--- config.mk ---
export PLATFORM = sky130hd
export DESIGN_NAME = tcp_connection_state_machine_unit
export DESIGN_NICKNAME = d
export VERILOG_FILES = /design/src/rtl/tcsm_pkg.sv /design/src/rtl/tcsm_front.sv /design/src/rtl/tcsm_queue.sv /design/src/rtl/tcsm_back.sv /design/src/rtl/tcp_connection_state_machine_unit.sv
export SDC_FILE = /design/constraint.sdc
export NUM_CORES = 1
export LEC_CHECK = 0
export ABC_AREA = 1
export ABC_CLOCK_PERIOD_IN_PS = 10600
export BUFFER_PORTS_ARGS = -buffer_cell sky130_fd_sc_hd__buf_4
export CAP_MARGIN = 30
export CORE_MARGIN = 1.5
export CORE_UTILIZATION = 59
export DETAILED_ROUTE_END_ITERATION = 8
export GPL_TIMING_DRIVEN = 1
export PLACE_DENSITY = 0.78
export RECOVER_POWER = 25
export SKIP_CTS_REPAIR_TIMING = 1
export SLEW_MARGIN = 10
export SYNTH_ARGS = -nofsm -noshare
export SYNTH_HDL_FRONTEND = slang
export SYNTH_SLANG_ARGS = --single-unit
--- constraint.sdc ---
create_clock -name clk -period 10.6 [get_ports clk]
set_clock_uncertainty 0.1 [all_clocks]
set_input_delay 0.53 -clock clk [delete_from_list [all_inputs] [get_ports clk]]
set_output_delay 0.53 -clock clk [all_outputs]
set_load 0.01 [all_outputs]
--- src/rtl/tcsm_pkg.sv ---
`timescale 1ns / 1ps
`default_nettype none
package tcsm_pkg;

	localparam int unsigned CFG_DATA_W = 32;
	localparam int unsigned CFG_ADDR_W = 3;
	localparam int unsigned Q_DEPTH    = 2;
	localparam int unsigned Q_PTR_W    = $clog2(Q_DEPTH);
	localparam int unsigned Q_CNT_W    = $clog2(Q_DEPTH + 1);

	localparam logic [7:0] FLAG_FIN = 8'h01;
	localparam logic [7:0] FLAG_SYN = 8'h02;
	localparam logic [7:0] FLAG_ACK = 8'h10;

	localparam int unsigned FIN_BIT = 0;
	localparam int unsigned SYN_BIT = 1;
	localparam int unsigned ACK_BIT = 4;

	// reset values of the configuration registers
	localparam logic        RST_ACTIVE_OPEN  = 1'b0;
	localparam logic [31:0] RST_INITIAL_SEQ  = 32'd1;
	localparam logic [15:0] RST_ADV_WINDOW   = 16'd0;
	localparam logic [15:0] RST_RCV_WIN_LEN  = 16'd3072;
	localparam logic [15:0] RST_SEGMENT_SIZE = 16'd536;

	typedef enum logic [CFG_ADDR_W-1:0] {
		CFG_ACTIVE_OPEN        = 3'd0,
		CFG_INITIAL_SEQ        = 3'd1,
		CFG_ADVERTISED_WINDOW  = 3'd2,
		CFG_RECEIVE_WINDOW_LEN = 3'd3,
		CFG_SEGMENT_SIZE       = 3'd4
	} cfg_idx_t;

	typedef enum logic [1:0] {
		OP_OPEN  = 2'd0,
		OP_SEG   = 2'd1,
		OP_DATA  = 2'd2,
		OP_CLOSE = 2'd3
	} op_t;

	typedef enum logic [3:0] {
		ST_CLOSED         = 4'd0,
		ST_LISTEN         = 4'd1,
		ST_SYN_RCVD       = 4'd2,
		ST_SYN_SENT       = 4'd3,
		ST_ESTAB          = 4'd4,
		ST_FIN_WAIT1      = 4'd5,
		ST_FIN_WAIT2      = 4'd6,
		ST_TIME_WAIT      = 4'd7,
		ST_CLOSING        = 4'd8,
		ST_REMOTE_CLOSED  = 4'd9,
		ST_FINAL_ACK_WAIT = 4'd10
	} conn_state_t;

	typedef enum logic [3:0] {
		ACT_NONE,
		ACT_OPEN_ACTIVE,
		ACT_OPEN_PASSIVE,
		ACT_SS_SHRINK,
		ACT_SS_EST,
		ACT_LS_SYN,
		ACT_SR_EST,
		ACT_FIN_EST,
		ACT_FW1_ACK,
		ACT_FW2_FIN,
		ACT_LA_ACK,
		ACT_DELIVER,
		ACT_DATA_ACK,
		ACT_CLOSE_CW,
		ACT_CLOSE_EST
	} act_t;

	typedef struct packed {
		logic        active_open;
		logic [31:0] initial_seq;
		logic [15:0] advertised_window;
		logic [15:0] receive_window_len;
		logic [15:0] segment_size;
	} cfg_t;

	typedef struct packed {
		logic [1:0]  op;
		logic [7:0]  seg_flags;
		logic [31:0] seg_seq;
		logic [31:0] seg_ack;
		logic [15:0] seg_win;
	} evt_t;

	typedef struct packed {
		logic        send_segment;
		logic [7:0]  out_flags;
		logic [31:0] out_seq;
		logic [31:0] out_ack;
		logic [15:0] out_win;
		logic        deliver_data;
		logic        fin_notify;
		logic        unblock_app;
		logic        conn_done;
		logic [3:0]  conn_state;
	} res_t;

	// classified event handed from front end to back end
	typedef struct packed {
		op_t         op;
		logic        fin;
		logic        syn;
		logic        ackf;
		logic        ack_ok;
		logic [31:0] seq;
		logic [31:0] seq_p1;
		logic [31:0] seq_p_mss;
		logic [31:0] ack;
		logic [15:0] win;
	} cls_t;

endpackage
`default_nettype wire

--- src/rtl/tcsm_front.sv ---
`timescale 1ns / 1ps
`default_nettype none
module tcsm_front (
	input  wire tcsm_pkg::evt_t evt,
	input  wire tcsm_pkg::cfg_t cfg,
	output tcsm_pkg::cls_t      cls
);
	import tcsm_pkg::*;

	// state-independent part of the event: decode, handshake ack check,
	// and the two candidate next-ack values
	always_comb begin
		cls.op        = op_t'(evt.op);
		cls.fin       = evt.seg_flags[FIN_BIT];
		cls.syn       = evt.seg_flags[SYN_BIT];
		cls.ackf      = evt.seg_flags[ACK_BIT];
		cls.ack_ok    = (evt.seg_ack == (cfg.initial_seq + 32'd1));
		cls.seq       = evt.seg_seq;
		cls.seq_p1    = evt.seg_seq + 32'd1;
		cls.seq_p_mss = evt.seg_seq + {16'd0, cfg.segment_size};
		cls.ack       = evt.seg_ack;
		cls.win       = evt.seg_win;
	end

endmodule
`default_nettype wire

--- src/rtl/tcsm_queue.sv ---
`timescale 1ns / 1ps
`default_nettype none
module tcsm_queue (
	input  wire                 clk,
	input  wire                 arst_n,
	input  wire                 push,
	input  wire tcsm_pkg::cls_t push_data,
	output logic                full,
	input  wire                 pop,
	output logic                not_empty,
	output tcsm_pkg::cls_t      pop_data
);
	import tcsm_pkg::*;

	cls_t                 entry_q [Q_DEPTH];
	logic [Q_PTR_W-1:0]   wr_ptr_q;
	logic [Q_PTR_W-1:0]   rd_ptr_q;
	logic [Q_CNT_W-1:0]   count_q;

	assign full      = (count_q == Q_CNT_W'(Q_DEPTH));
	assign not_empty = (count_q != '0);
	assign pop_data  = entry_q[rd_ptr_q];

	always_ff @(posedge clk) begin
		if (push) begin
			entry_q[wr_ptr_q] <= push_data;
		end
	end

	always_ff @(posedge clk or negedge arst_n) begin
		if (!arst_n) begin
			wr_ptr_q <= '0;
			rd_ptr_q <= '0;
			count_q  <= '0;
		end else begin
			if (push) begin
				wr_ptr_q <= (wr_ptr_q == Q_PTR_W'(Q_DEPTH - 1)) ? '0 : wr_ptr_q + 1'b1;
			end
			if (pop) begin
				rd_ptr_q <= (rd_ptr_q == Q_PTR_W'(Q_DEPTH - 1)) ? '0 : rd_ptr_q + 1'b1;
			end
			if (push && !pop) begin
				count_q <= count_q + 1'b1;
			end else if (pop && !push) begin
				count_q <= count_q - 1'b1;
			end
		end
	end

endmodule
`default_nettype wire

--- src/rtl/tcsm_back.sv ---
`timescale 1ns / 1ps
`default_nettype none
module tcsm_back (
	input  wire                 clk,
	input  wire                 arst_n,
	input  wire tcsm_pkg::cfg_t cfg,
	input  wire                 cls_valid,
	input  wire tcsm_pkg::cls_t cls,
	output logic                cls_pop,
	output logic                res_valid,
	input  wire                 res_ready,
	output tcsm_pkg::res_t      res
);
	import tcsm_pkg::*;

	conn_state_t state_q, state_d;
	logic [31:0] nss_q, nss_d;
	logic [31:0] nea_q, nea_d;
	logic [15:0] sw_q, sw_d;
	logic        finished_q, finished_d;
	logic        res_valid_q;
	res_t        res_q, res_d;

	act_t        act;
	logic        in_loop;
	logic [31:0] limit;
	logic        beyond;
	logic [15:0] sw_min;

	assign cls_pop   = cls_valid && (!res_valid_q || res_ready);
	assign res_valid = res_valid_q;
	assign res       = res_q;

	assign in_loop = (state_q >= ST_ESTAB) && !finished_q;
	assign limit   = nea_q + {16'd0, cfg.receive_window_len} - 32'd1;
	assign beyond  = (limit < cls.seq);
	assign sw_min  = (cls.win < sw_q) ? cls.win : sw_q;

	// pick what this event does
	always_comb begin
		act = ACT_NONE;
		unique case (cls.op)
			OP_OPEN: begin
				act = cfg.active_open ? ACT_OPEN_ACTIVE : ACT_OPEN_PASSIVE;
			end
			OP_SEG: begin
				priority if (state_q == ST_SYN_SENT) begin
					act = (cls.syn && cls.ackf && cls.ack_ok) ? ACT_SS_EST : ACT_SS_SHRINK;
				end else if (state_q == ST_LISTEN) begin
					if (cls.syn) act = ACT_LS_SYN;
				end else if (state_q == ST_SYN_RCVD) begin
					if (cls.ackf && cls.ack_ok) act = ACT_SR_EST;
				end else if (in_loop) begin
					priority if (beyond) begin
						act = ACT_NONE;
					end else if (cls.fin && state_q == ST_ESTAB) begin
						act = ACT_FIN_EST;
					end else if (cls.ackf && state_q == ST_FIN_WAIT1) begin
						act = ACT_FW1_ACK;
					end else if (cls.fin && state_q == ST_FIN_WAIT2) begin
						act = ACT_FW2_FIN;
					end else if (cls.ackf && state_q == ST_FINAL_ACK_WAIT) begin
						act = ACT_LA_ACK;
					end else begin
						act = ACT_DELIVER;
					end
				end else begin
					act = ACT_NONE;
				end
			end
			OP_DATA: begin
				if (in_loop) act = ACT_DATA_ACK;
			end
			OP_CLOSE: begin
				if (in_loop && state_q == ST_REMOTE_CLOSED) begin
					act = ACT_CLOSE_CW;
				end else if (in_loop && state_q == ST_ESTAB) begin
					act = ACT_CLOSE_EST;
				end
			end
			default: act = ACT_NONE;
		endcase
	end

	// next state
	always_comb begin
		state_d = state_q;
		unique case (act)
			ACT_OPEN_ACTIVE:  state_d = ST_SYN_SENT;
			ACT_OPEN_PASSIVE: state_d = ST_LISTEN;
			ACT_SS_EST:       state_d = ST_ESTAB;
			ACT_LS_SYN:       state_d = ST_SYN_RCVD;
			ACT_SR_EST:       state_d = ST_ESTAB;
			ACT_FIN_EST:      state_d = ST_REMOTE_CLOSED;
			ACT_FW1_ACK:      state_d = ST_FIN_WAIT2;
			ACT_FW2_FIN:      state_d = ST_CLOSED;
			ACT_LA_ACK:       state_d = ST_CLOSED;
			ACT_CLOSE_CW:     state_d = ST_FINAL_ACK_WAIT;
			ACT_CLOSE_EST:    state_d = ST_FIN_WAIT1;
			default:          state_d = state_q;
		endcase
	end

	// sequence/window registers and the result
	always_comb begin
		nss_d      = nss_q;
		nea_d      = nea_q;
		sw_d       = sw_q;
		finished_d = finished_q;
		res_d      = '0;
		unique case (act)
			ACT_OPEN_ACTIVE: begin
				nss_d              = cfg.initial_seq;
				nea_d              = '0;
				sw_d               = '0;
				finished_d         = 1'b0;
				res_d.send_segment = 1'b1;
				res_d.out_flags    = FLAG_SYN;
				res_d.out_seq      = cfg.initial_seq;
				res_d.out_win      = cfg.advertised_window;
			end
			ACT_OPEN_PASSIVE: begin
				nss_d      = cfg.initial_seq;
				nea_d      = '0;
				sw_d       = '0;
				finished_d = 1'b0;
			end
			ACT_SS_SHRINK: begin
				sw_d = sw_min;
			end
			ACT_SS_EST: begin
				sw_d               = sw_min;
				nea_d              = cls.seq_p1;
				nss_d              = cls.ack;
				res_d.send_segment = 1'b1;
				res_d.out_flags    = FLAG_ACK;
				res_d.out_seq      = cls.ack;
				res_d.out_ack      = cls.seq_p1;
				res_d.out_win      = cfg.advertised_window;
				res_d.unblock_app  = 1'b1;
			end
			ACT_LS_SYN: begin
				sw_d               = sw_min;
				nea_d              = cls.seq_p1;
				res_d.send_segment = 1'b1;
				res_d.out_flags    = FLAG_SYN | FLAG_ACK;
				res_d.out_seq      = cfg.initial_seq;
				res_d.out_ack      = cls.seq_p1;
				res_d.out_win      = cfg.advertised_window;
			end
			ACT_SR_EST: begin
				sw_d              = sw_min;
				nea_d             = cls.seq_p1;
				nss_d             = cls.ack;
				res_d.unblock_app = 1'b1;
			end
			ACT_FIN_EST, ACT_FW2_FIN: begin
				sw_d               = sw_min;
				nea_d              = cls.seq_p1;
				nss_d              = cls.ack;
				res_d.send_segment = 1'b1;
				res_d.out_flags    = FLAG_ACK;
				res_d.out_seq      = cls.ack;
				res_d.out_ack      = cls.seq_p1;
				res_d.out_win      = cfg.advertised_window;
				res_d.fin_notify   = 1'b1;
				if (act == ACT_FW2_FIN) finished_d = 1'b1;
			end
			ACT_FW1_ACK, ACT_LA_ACK: begin
				sw_d  = sw_min;
				nea_d = cls.seq_p1;
				nss_d = cls.ack;
				if (act == ACT_LA_ACK) finished_d = 1'b1;
			end
			ACT_DELIVER: begin
				nea_d              = cls.seq_p_mss;
				res_d.deliver_data = 1'b1;
			end
			ACT_DATA_ACK: begin
				res_d.send_segment = 1'b1;
				res_d.out_flags    = FLAG_ACK;
				res_d.out_seq      = nss_q;
				res_d.out_ack      = nea_q;
				res_d.out_win      = sw_q;
			end
			ACT_CLOSE_CW, ACT_CLOSE_EST: begin
				res_d.send_segment = 1'b1;
				res_d.out_flags    = FLAG_FIN;
				res_d.out_seq      = nss_q;
				res_d.out_ack      = nea_q;
				res_d.out_win      = sw_q;
			end
			default: begin
			end
		endcase
		res_d.conn_done  = finished_d;
		res_d.conn_state = state_d;
	end

	always_ff @(posedge clk or negedge arst_n) begin
		if (!arst_n) begin
			state_q     <= ST_LISTEN;
			nss_q       <= '0;
			nea_q       <= '0;
			sw_q        <= '0;
			finished_q  <= 1'b0;
			res_valid_q <= 1'b0;
		end else begin
			if (cls_pop) begin
				state_q    <= state_d;
				nss_q      <= nss_d;
				nea_q      <= nea_d;
				sw_q       <= sw_d;
				finished_q <= finished_d;
			end
			if (cls_pop) begin
				res_valid_q <= 1'b1;
			end else if (res_ready) begin
				res_valid_q <= 1'b0;
			end
		end
	end

	always_ff @(posedge clk) begin
		if (cls_pop) begin
			res_q <= res_d;
		end
	end

endmodule
`default_nettype wire

--- src/rtl/tcp_connection_state_machine_unit.sv ---
// Connection state keeper for one simplified TCP connection. Each accepted
// event (open, received header, application data, close) yields exactly one
// result transaction carrying the header to send, notifications and the new
// state. One event per cycle is sustained while res_ready is held high; an event
// is decoded by the front end into a two-entry queue, then the back end makes the
// state update, which sets the rate, and registers the result. The queue lets the
// front keep taking events while a result waits, until the queue is full.
// Configuration writes take effect on the next cycle and must be made only
// while no event is in flight.
`timescale 1ns / 1ps
`default_nettype none
module tcp_connection_state_machine_unit (
	input  wire                                    clk,
	input  wire                                    arst_n,
	input  wire                                    evt_valid,
	output logic                                   evt_ready,
	input  wire tcsm_pkg::evt_t                    evt,
	output logic                                   res_valid,
	input  wire                                    res_ready,
	output tcsm_pkg::res_t                         res,
	input  wire                                    cfg_we,
	input  wire [tcsm_pkg::CFG_ADDR_W-1:0]         cfg_addr,
	input  wire [tcsm_pkg::CFG_DATA_W-1:0]         cfg_wdata
);
	import tcsm_pkg::*;

	cfg_t cfg_q;
	cls_t cls_in;
	cls_t cls_out;
	logic q_full;
	logic q_not_empty;
	logic q_pop;
	logic push;

	always_ff @(posedge clk or negedge arst_n) begin
		if (!arst_n) begin
			cfg_q.active_open        <= RST_ACTIVE_OPEN;
			cfg_q.initial_seq        <= RST_INITIAL_SEQ;
			cfg_q.advertised_window  <= RST_ADV_WINDOW;
			cfg_q.receive_window_len <= RST_RCV_WIN_LEN;
			cfg_q.segment_size       <= RST_SEGMENT_SIZE;
		end else if (cfg_we) begin
			unique case (cfg_addr)
				CFG_ACTIVE_OPEN:        cfg_q.active_open        <= cfg_wdata[0];
				CFG_INITIAL_SEQ:        cfg_q.initial_seq        <= cfg_wdata;
				CFG_ADVERTISED_WINDOW:  cfg_q.advertised_window  <= cfg_wdata[15:0];
				CFG_RECEIVE_WINDOW_LEN: cfg_q.receive_window_len <= cfg_wdata[15:0];
				CFG_SEGMENT_SIZE:       cfg_q.segment_size       <= cfg_wdata[15:0];
				default: begin
				end
			endcase
		end
	end

	assign evt_ready = !q_full;
	assign push      = evt_valid && !q_full;

	tcsm_front u_front (
		.evt (evt),
		.cfg (cfg_q),
		.cls (cls_in)
	);

	tcsm_queue u_queue (
		.clk       (clk),
		.arst_n    (arst_n),
		.push      (push),
		.push_data (cls_in),
		.full      (q_full),
		.pop       (q_pop),
		.not_empty (q_not_empty),
		.pop_data  (cls_out)
	);

	tcsm_back u_back (
		.clk       (clk),
		.arst_n    (arst_n),
		.cfg       (cfg_q),
		.cls_valid (q_not_empty),
		.cls       (cls_out),
		.cls_pop   (q_pop),
		.res_valid (res_valid),
		.res_ready (res_ready),
		.res       (res)
	);

endmodule
`default_nettype wire
-- After elaboration in Yosys (flattened, before gate mapping)
Memory sizes are Yosys's and may differ from the RTL's.
Index checks and enable logic that the tools add are counted.
Widths: inputs -> output; s select.
- flip-flop bits (word level): 268
- bits in writable memories: 300
- input bits: 130
- output and inout port bits: 99
- memories kept: 1
- memories (memory ; depth ; bits a word ; rd ports ; clocked after memory_dff ; write ports ; line ; text):
    u_queue.entry_q ; 2 ; 150 ; 1 ; 0 ; 1 ; tcsm_queue.sv:15 ; cls_t entry_q [Q_DEPTH];
- $add $sub $neg: 9
- magnitude comparators: 3
- equality and inequality tests: 32
- muxes and demuxes: 39
- reductions and logical operators: 49
- operators by type and width (operator ; number):
    $pmux 41 s5 ; 1
    $pmux 32 s2 ; 2
    $pmux 32 s3 ; 1
    $add 32x1->32 const B ; 2
    $add 32x16->32 ; 2
    $pmux 16 s2 ; 2
    $mux 4 ; 11
    $eq 4x4->1 const B ; 9
    $pmux 4 s9 ; 1
    $eq 32x32->1 ; 1
    $lt 32x32->1 ; 1
    $sub 32x1->32 const B ; 1
    $eq 4x3->1 const B ; 7
    $eq 4x2->1 const B ; 4
    $lt 16x16->1 ; 1
    $mux 16 ; 1
    $pmux 4 s4 ; 1
    $logic_and 1x1->1 ; 14
    $reduce_and 2->1 ; 7
    $mux 1 ; 12
    $reduce_or 2->1 ; 6
    $reduce_bool 2->1 ; 5
    $mux 3 ; 3
    $eq 4x1->1 const B ; 2
    24 further kinds ; 35

-- Depth between registers and ports, before layout
Gate-level depths: netlist of the first run.
- word-level depth: 16
- gate-level depth with buffers: 39

-- By module
From an unflattened synthesis of the first run, not the netlist that was laid out.
- cells, all modules: 3058
- area total of the unflattened synthesis: 30568.1 um^2
- modules (own cells, without submodules) (module ; instances ; cells an instance ; area each (um^2) ; seq. area each (um^2)):
    tcsm_back ; 1 ; 1479 ; 11883.9 ; 4916.0
    tcsm_queue ; 1 ; 492 ; 11395.9 ; 9108.7
    tcsm_front ; 1 ; 723 ; 3990.1 ; 0.0
    tcp_connection_state_machine_unit ; 1 ; 364 ; 3298.2 ; 2034.5

-- Worst setup path after synthesis of the first run
Ideal clock, no wire load.
- path kind: register -> register
- start: reg u_queue.count_q[0]
- end: mem u_queue.entry_q[1][0] (netlist name), enable pin
- arrival: 6895 ps
- data required time: 9837 ps
- setup slack: 2942 ps
- stages on the path, launching flop included: 5
- period minus slack after synthesis: 7658 ps
- cells stage by stage: dfrtp_1 inv_1 nand2_1 nand2_1 nor2_1
- longest elaborated chain between the ends: 5
- RTL lines (what ; line ; text):
    from (decl) ; tcsm_queue.sv:18 ; logic [Q_CNT_W-1:0] count_q;
    from (signal assigned) ; tcsm_queue.sv:43 ; count_q <= count_q + 1'b1;
    from (signal assigned) ; tcsm_queue.sv:45 ; count_q <= count_q - 1'b1;
    $eq 2x2->1 ; tcsm_queue.sv:20 ; assign full = (count_q == Q_CNT_W'(Q_DEPTH));
    $logic_not 1->1 ; -- ;
    named net evt_ready ; tcp_connection_state_machine_unit.sv:16 ; output logic evt_ready,
    $logic_and 1x1->1 ; tcp_connection_state_machine_unit.sv:56 ; assign push = evt_valid && !q_full;
    $mux 1 ; tcsm_queue.sv:25 ; if (push) begin
    $mux 1 (implied by the code) ; tcsm_queue.sv:26 ; entry_q[wr_ptr_q] <= push_data;
    to (decl) ; tcsm_queue.sv:15 ;
The timed path passes the listed nets, and every way through them passes these cells.

-- Worst setup path in the final report of the first run
- start: reg u_back.nea_q[1]
- end: reg u_back.nss_q[10]
- longest elaborated chain between the ends: 13
- elaborated cells between the ends (all ways): 22
- RTL lines (what ; line ; text):
    from (decl) ; tcsm_back.sv:18 ; logic [31:0] nea_q, nea_d;
    from (signal assigned) ; tcsm_back.sv:212 ; nea_q <= nea_d;
    $add 32x16->32 (*) ; tcsm_back.sv:35 ; assign limit = nea_q + {16'd0, cfg.receive_window_len} - 32'd1;
    $sub 32x1->32 (*) ; tcsm_back.sv:35 ;
    $lt 32x32->1 (*) ; tcsm_back.sv:36 ; assign beyond = (limit < cls.seq);
    $mux 4 (*) ; tcsm_back.sv:54 ; priority if (beyond) begin
    $mux 4 (*) ; tcsm_back.sv:53 ; end else if (in_loop) begin
    $mux 4 (*) ; tcsm_back.sv:51 ; end else if (state_q == ST_SYN_RCVD) begin
    $mux 4 (*) ; tcsm_back.sv:49 ; end else if (state_q == ST_LISTEN) begin
    $mux 4 (*) ; tcsm_back.sv:47 ; priority if (state_q == ST_SYN_SENT) begin
    $pmux 4 s4 (*) ; tcsm_back.sv:42 ; unique case (cls.op)
    $eq 4x4->1, or another cell as far along ; tcsm_back.sv:111 ; unique case (act)
    $reduce_or 6->1 (no line) / $reduce_or 2->1 (equally long branches) ; -- ;
    $reduce_bool 2->1 (no line) ; -- ;
    $reduce_and 2->1 (no line) ; -- ;
    to (signal assigned) ; tcsm_back.sv:211 ; nss_q <= nss_d;
    to (decl) ; tcsm_back.sv:17 ; logic [31:0] nss_q, nss_d;
Every way passes the cells marked *; elsewhere a longest branch is shown, timed or not.
A chain may end at the register's enable or synchronous reset.

==> flow_summary.toml, run 1 <==
[outcome]
status = "finished, violations left"
violations = "hold timing, capacitance limit, slew limit"

[critical_path]
r2r_slack_ns = 3.13
crit_start = "u_back.nea_q[1]$_DFFE_PN0P_"
r2r-end = "u_back.nss_q[10]$_DFFE_PN0P_"
worstPathArrival_ns = 7.93
cp.required_ns = 11.06
critPathCapture = "u_back.nss_q[10]$_DFFE_PN0P_"
worstSetupPathType = "flop to flop"
crit_path_end_kind = "flop"
reg2regPathDepth = 33
cpPeakStageDelay_ns = 0.78
critPathMaxFanout = 66
critPathLaunchType = "flop"
r2r_start = "u_back.nea_q[1]$_DFFE_PN0P_"
critPathSlowestCell = "nor2_4"
cp_common_cell = "nand2_1"

[drt]
vias = 21130
wl_microns = 70030
routed_via_density = 5.705
wl_per_cell_microns = 18.91
drtIter0Drc = 1990
drc_errors = 0
ant_nets = 0
drt_first_pass_iters = 8

[finish]
area_growth_pct = 13.97
fillers = 3487
nets = 3288
layout_common_cells = "nand2_1, edfxtp_1, inv_1"
drive_above_1_share = 0.1060
final_common_cell = "nand2_1"

[global_route]
grt_pass1_wl_microns = 107200
antenna_found_initial = 4
grt-ovfl-total = 0
grt_use_total = 0.2882
grt_pass1_vias = 20550
grt_max_degree = 152

[placed_design]
routabilityCongestion = 0.9463
io_buffers = 218
dpl_worst_slack_ns = 3.325
post-dp-hpwl_microns = 45330

[timing]
rsz0062_at_grt = "no"
setup_slack_ns = 3.128
finalHoldViolCount = 1
slew_headroom = -0.9277
setup_violations = 0
tns_ns = 0
fin_crit_ns = 7.472
holdWs_ns = -0.008290
drv_slew = 111
timing.fmax_mhz = 133.8
timing.final.crit_share = 0.7049
worstMarginPinSlew_ns = 2.892

[die]
die_area_sq_mm = 0.04844
start_util = 0.5973
dieWidth_microns = 220.1
rows = 79
die_h_microns = 220.1
ioPinCount = 229
core_region_area_sq_mm = 0.04656

[hold_path]
holdCritPathClass = "input port to flop"
hold_depth = 2
worstHoldStart = "res_ready"

[logic_synthesis]
synth_flop_cell = "edfxtp_1"
syn_inst = 2826
synthArstFlopShare = 0.3037
yosysSeqAreaShare = 0.5775
synthDistinctLibCells = 57
yosysWarnings = 0
synth_area_per_cell_sq_um = 9.840
synth-seq-cells = 563
synth_edf_count = 392
synth.cell_area_sq_mm = 0.02781

[clock_network]
cts_num_sinks = 563
clk_pin_slew_ns = 0.06
numCtsBuffers = 57
clk-insertion-delay-late_ns = 0.62
clockBufferDepth = 3
htree_levels = 2
cts_tree = "built"
cts-root-buf = "clkbuf_16"

[pwr]
power_density_mw_per_mm2 = 321.9
vdd_drop_max_mv = 0.3664
cellLeakagePower_uw = 0.01395

[run]
drv_cap = 2
==> flip-flops by register name, indices dropped and copies added (netlist names) <==
signal             flops
u_back.finished_q      1
u_queue.rd_ptr_q       1
u_back.res_valid       1
u_queue.wr_ptr_q       1
cfg_q                 81
u_back.nea_q          32
u_back.state_q         4
u_back.nss_q          32
u_back.res            92
u_queue.count_q        2
u_queue.entry_q      300
u_back.sw_q           16
==> area by class of cell <==
class | instances | area, sq um | area share
clock inverters | 22 | 203.9 | 0.006436
inverters | 265 | 999.7 | 0.03155
flip-flops and latches | 563 | 16060 | 0.5069
repair buffers | 258 | 1790 | 0.05650
well taps | 607 | 759.5 | 0.02397
diodes | 3 | 7.507 | 0.0002369
multi-input cells | 1900 | 10220 | 0.3226
clock buffers | 85 | 1643 | 0.05184
==> report_power, final <==
group / total (uW) / internal, uW / leakage (uW) / switching, uW
Clock: 1980 / 1140 / 0.000904 / 840
Combinational: 4740 / 1570 / 0.00716 / 3170
Sequential: 3480 / 3190 / 0.00588 / 292
==> stage by stage <==
step	cells	power [uW]	hold slack [ns]	cell area (sq um)	util
floorplan	2830	6830	0.1344	27820	-
global placement	3570	7969	0.3531	29840	0.6409
detailed placement	3574	8172	0.3584	29930	0.6430
CTS	3681	10180	-0.2665	31780	0.6826
global route	3702	10870	0.006134	31690	0.6806
finish	3703	10200	-0.008290	31690	0.6807
==> cell families after synthesis <==
family	after synthesis	synth area share
muxes	32	0.01152
other	1	0.0001349
adders and majority gates	113	0.05139
AOI/OAI and AO/OA	374	0.07676
xor gates and xnor gates	130	0.04095
DFF	563	0.5775
buffers and inverters	367	0.05652
and+or+nand+nor	1246	0.1852
==> worst max-delay path, delay by kind of cell, from the launching register on <==
family / cells / cell delay, ns
buffers and inverters: 5 / 1.09
and+or+nand+nor: 14 / 2.60
DFF: 1 / 0.35
AOI/OAI and AO/OA: 9 / 1.83
adders and majority gates: 4 / 1.20
xor gates and xnor gates: 1 / 0.16
==> worst min-delay path by stage <==
| stage | end |
|---|---|
| 6_report | u_back.res_valid$_DFFE_PN0P_ |
| 3_5_place_dp | u_back.sw_q[2]$_DFFE_PN0P_ |
| 2_1_floorplan | cfg_q[0]$_DFFE_PN0P_ |
| 3_3_place_gp | u_back.sw_q[1]$_DFFE_PN0P_ |
| 4_1_cts | u_back.nss_q[25]$_DFFE_PN0P_ |
| 5_1_grt | u_back.res_valid$_DFFE_PN0P_ |
==> metal layers <==
layer	track usage	wire length, microns
met3	0.03727	5432
met2	0.4779	33580
met1	0.3839	28360
met5	0	24
met4	0.1220	2637
==> Yosys cell counts, drive strengths merged, types with 5 or more instances <==
cell type,n,area [sq um]
a22oi,33,247.7
dfstp,7,183.9
or2,6,37.53
a211oi,6,45.04
buf,48,369.1
xnor2,33,289.0
dfrtp,164,4104
clkbuf,54,202.7
o21ai,208,1101
mux2i,32,320.3
inv,265,999.7
a31oi,7,43.79
ha,111,1389
a21boi,6,45.05
nor3,26,150.2
o211ai,6,45.04
nand3,94,508.0
nor2,107,466.7
o21bai,6,45.04
a21oi,90,457.9
xor2,97,849.6
edfxtp,392,11770
nor4,5,46.29
nand2,974,3704
nand4,31,215.2
No activity file was read; power rests on OpenSTA's default activity.
==> run 2, diff against run 1 <==
- ABC_AREA: 1 -> 0
- ABC_CLOCK_PERIOD_IN_PS: 10600 -> 6900
- clock period: 10.6 -> 6.9 ns (I/O delays scaled with it)
==> flow_summary.toml, run 2 <==
[outcome]
status = "finished, violations left"
violations = "capacitance limit, slew limit"

[logic_synthesis]
yosysMostFrequentCell = "edfxtp_1"
yosysWarnings = 0
synthArstFlopShare = 0.3037
synth_area_per_cell_sq_um = 12.78
yosysTopAreaCell = "edfxtp_1"
synth.cell_area_sq_mm = 0.02757
synthDistinctLibCells = 93
synth_common_cells = "edfxtp_1, dfrtp_1, inv_1"
synth_flop_cell = "edfxtp_1"
synth_edf_count = 392
syn_inst = 2158
yosysSeqAreaShare = 0.5825
synth-seq-cells = 563
ys_top_cells_by_area = "edfxtp_1, dfrtp_1, mux2_2"
yosys.area.top_type_share = 0.4269

[pwr]
p_comb_frac = 0.535
seq_power_share = 0.300
power_density_mw_per_mm2 = 573.0
vdd_drop_max_mv = 0.5855
cellLeakagePower_uw = 0.01310
intPower_uw = 11060
clockPowerShare = 0.166
switching_share = 0.4139
p_switching_uw = 7810

[drt]
routed_via_density = 6.165
drc_errors = 0
vias = 19460
wl_per_cell_microns = 22.56
drt_first_pass_iters = 8
wl_microns = 71230
ant_nets = 0
drtIter0Drc = 2175

[finish]
layout_common_cells = "edfxtp_1, dfrtp_1, buf_4"
fin_cells = 3157
drive_above_1_share = 0.1903
regMostFlops = "u_queue.entry_q"
area_growth_pct = 19.45
nets = 2744
final_cell_area_sq_mm = 0.03293
final_common_cell = "edfxtp_1"
largest_register_ffs = 300

[global_route]
grt-busiest-layer = "met2"
grt_max_degree = 151
grt_use_met1 = 0.3943
grt_pass1_wl_microns = 104900
grt_pass1_vias = 18780
antenna_found_initial = 1
met3_usage = 0.03576
grt_use_total = 0.2864
grt-ovfl-total = 0
use_met2 = 0.4677

[placed_design]
routabilityCongestion = 0.8788
post-dp-hpwl_microns = 44860
io_buffers = 218
dp_cells = 2921
dpl_cell_area_sq_mm = 0.03002

[timing]
fin_crit_ns = 6.529
drv_slew = 159
tns_ns = 0
timing.fmax_mhz = 153.2
rsz0062_at_grt = "no"
finalHoldViolCount = 0
holdWs_ns = 0.01885
timing.final.crit_share = 0.9462
worstMarginPinSlew_ns = 3.674
slew_headroom = -1.449
setup_violations = 0

[run]
drv_cap = 3

[clock_network]
numCtsBuffers = 57
htree_levels = 2
cts-root-buf = "clkbuf_16"
clockBufferDepth = 3
clk-insertion-delay-late_ns = 0.63
cts_num_sinks = 563
cts_tree = "built"
clk_pin_slew_ns = 0.06

[die]
start_util = 0.5947
die_h_microns = 219.2
rows = 79
die_area_sq_mm = 0.04804
dieWidth_microns = 219.2
core_region_area_sq_mm = 0.04636
ioPinCount = 229

[critical_path]
crit_path_end_kind = "flop"
worstSetupPathType = "flop to flop"
critPathSlowestCell = "or4_1"
crit_start = "u_back.nea_q[1]$_DFFE_PN0P_"
cpPeakStageDelay_ns = 0.45
cp.required_ns = 7.16
critPathLaunchType = "flop"
worstPathArrival_ns = 6.79
critPathMaxFanout = 33
r2r_start = "u_back.nea_q[1]$_DFFE_PN0P_"

[hold_path]
worstHoldStart = "evt_valid"
holdCritPathClass = "input port to flop"
## run 2: cell types whose count changed after synthesis, sizes merged, moves of 32 or more
cell / before / now
nand2: 974 / 149
mux2: 0 / 148
inv: 265 / 151
o21ai: 208 / 122
mux2i: 32 / 110
nand3: 94 / 31
xor2: 97 / 51
xnor2: 33 / 78
or3: 0 / 36
nor2: 107 / 74
o22a: 0 / 33
a222oi: 0 / 32
a22oi: 33 / 1
o221a: 0 / 32
## run 2: final cells by class
type	count	area [sq um]
antenna	1	2.502
clock buffer	77	1574
clock inverter	30	316.6
fill	3162	13430
inverter	151	569.3
multi-input combinational	1348	10600
sequential	563	16060
tap	607	759.5
timing repair buffer	380	3044
## run 2: path summary, 6_finish.rpt
kind | to | slack, ns | depth (start not counted)
max | u_back.res[72]$_DFFE_PP_ | 0.37 | 28
min | u_queue.wr_ptr_q$_DFFE_PN0P_ | 0.02 | 3
min in group asynchronous | u_back.nss_q[26]$_DFFE_PN0P_ | 1.45 | 2
max in group asynchronous | cfg_q[8]$_DFFE_PN0P_ | 1.76 | 4
max reg2reg | u_back.res[72]$_DFFE_PP_ | 0.37 | 28
min reg2reg | cfg_q[30]$_DFFE_PN0P_ | 0.41 | 1
## run 2: through the flow
stage | setup WS (ns) | utilization | total power, uW
after floorplan | 0.8200 | - | 12550
after global placement | 0.3183 | 0.6469 | 14900
after detailed placement | 0.1048 | 0.6475 | 15290
after CTS | 0.007971 | 0.6883 | 18490
after global routing | 0.01364 | 0.7104 | 20050
final | 0.3715 | 0.7104 | 18870
## run 2: per-layer routing
metal / wire length (microns) / vias to the layer above
li1: - / 8753
met5: 0 / -
met1: 29010 / 9578
met4: 2305 / 0
met2: 34320 / 962
met3: 5591 / 170
## run 2: power by group through the flow
| stage | registers, uW | logic (uW) | clock network [uW] |
|---|---|---|---|
| 3_5_place_dp | 5690 | 9610 | 0 |
| 4_1_cts | 5640 | 9700 | 3150 |
| 5_1_grt | 5740 | 11000 | 3270 |
| 3_3_place_gp | 5720 | 9180 | 0 |
| 2_1_floorplan | 5650 | 6900 | 0 |
| 6_report | 5660 | 10100 | 3120 |
## run 2: cells by family (layout without fill, tap and decap cells)
kind of cell / Yosys count / after routing / share of synthesized area
compound gates: 413 / 413 / 0.1081
xor+xnor: 129 / 129 / 0.04098
fa+ha+maj: 113 / 113 / 0.05182
buf+inv: 251 / 638 / 0.03685
flops: 563 / 563 / 0.5825
mux: 258 / 258 / 0.1005
other cells: 1 / 6 / 0.0001360
simple gates: 430 / 430 / 0.07914
## run 2: critical path: cells and delay by family (launching register included)
family / cells / cell delay, ns
flops: 1 / 0.37
mux: 2 / 0.32
xor+xnor: 1 / 0.14
fa+ha+maj: 4 / 1.16
buf+inv: 5 / 0.60
compound gates: 11 / 2.65
simple gates: 5 / 0.94
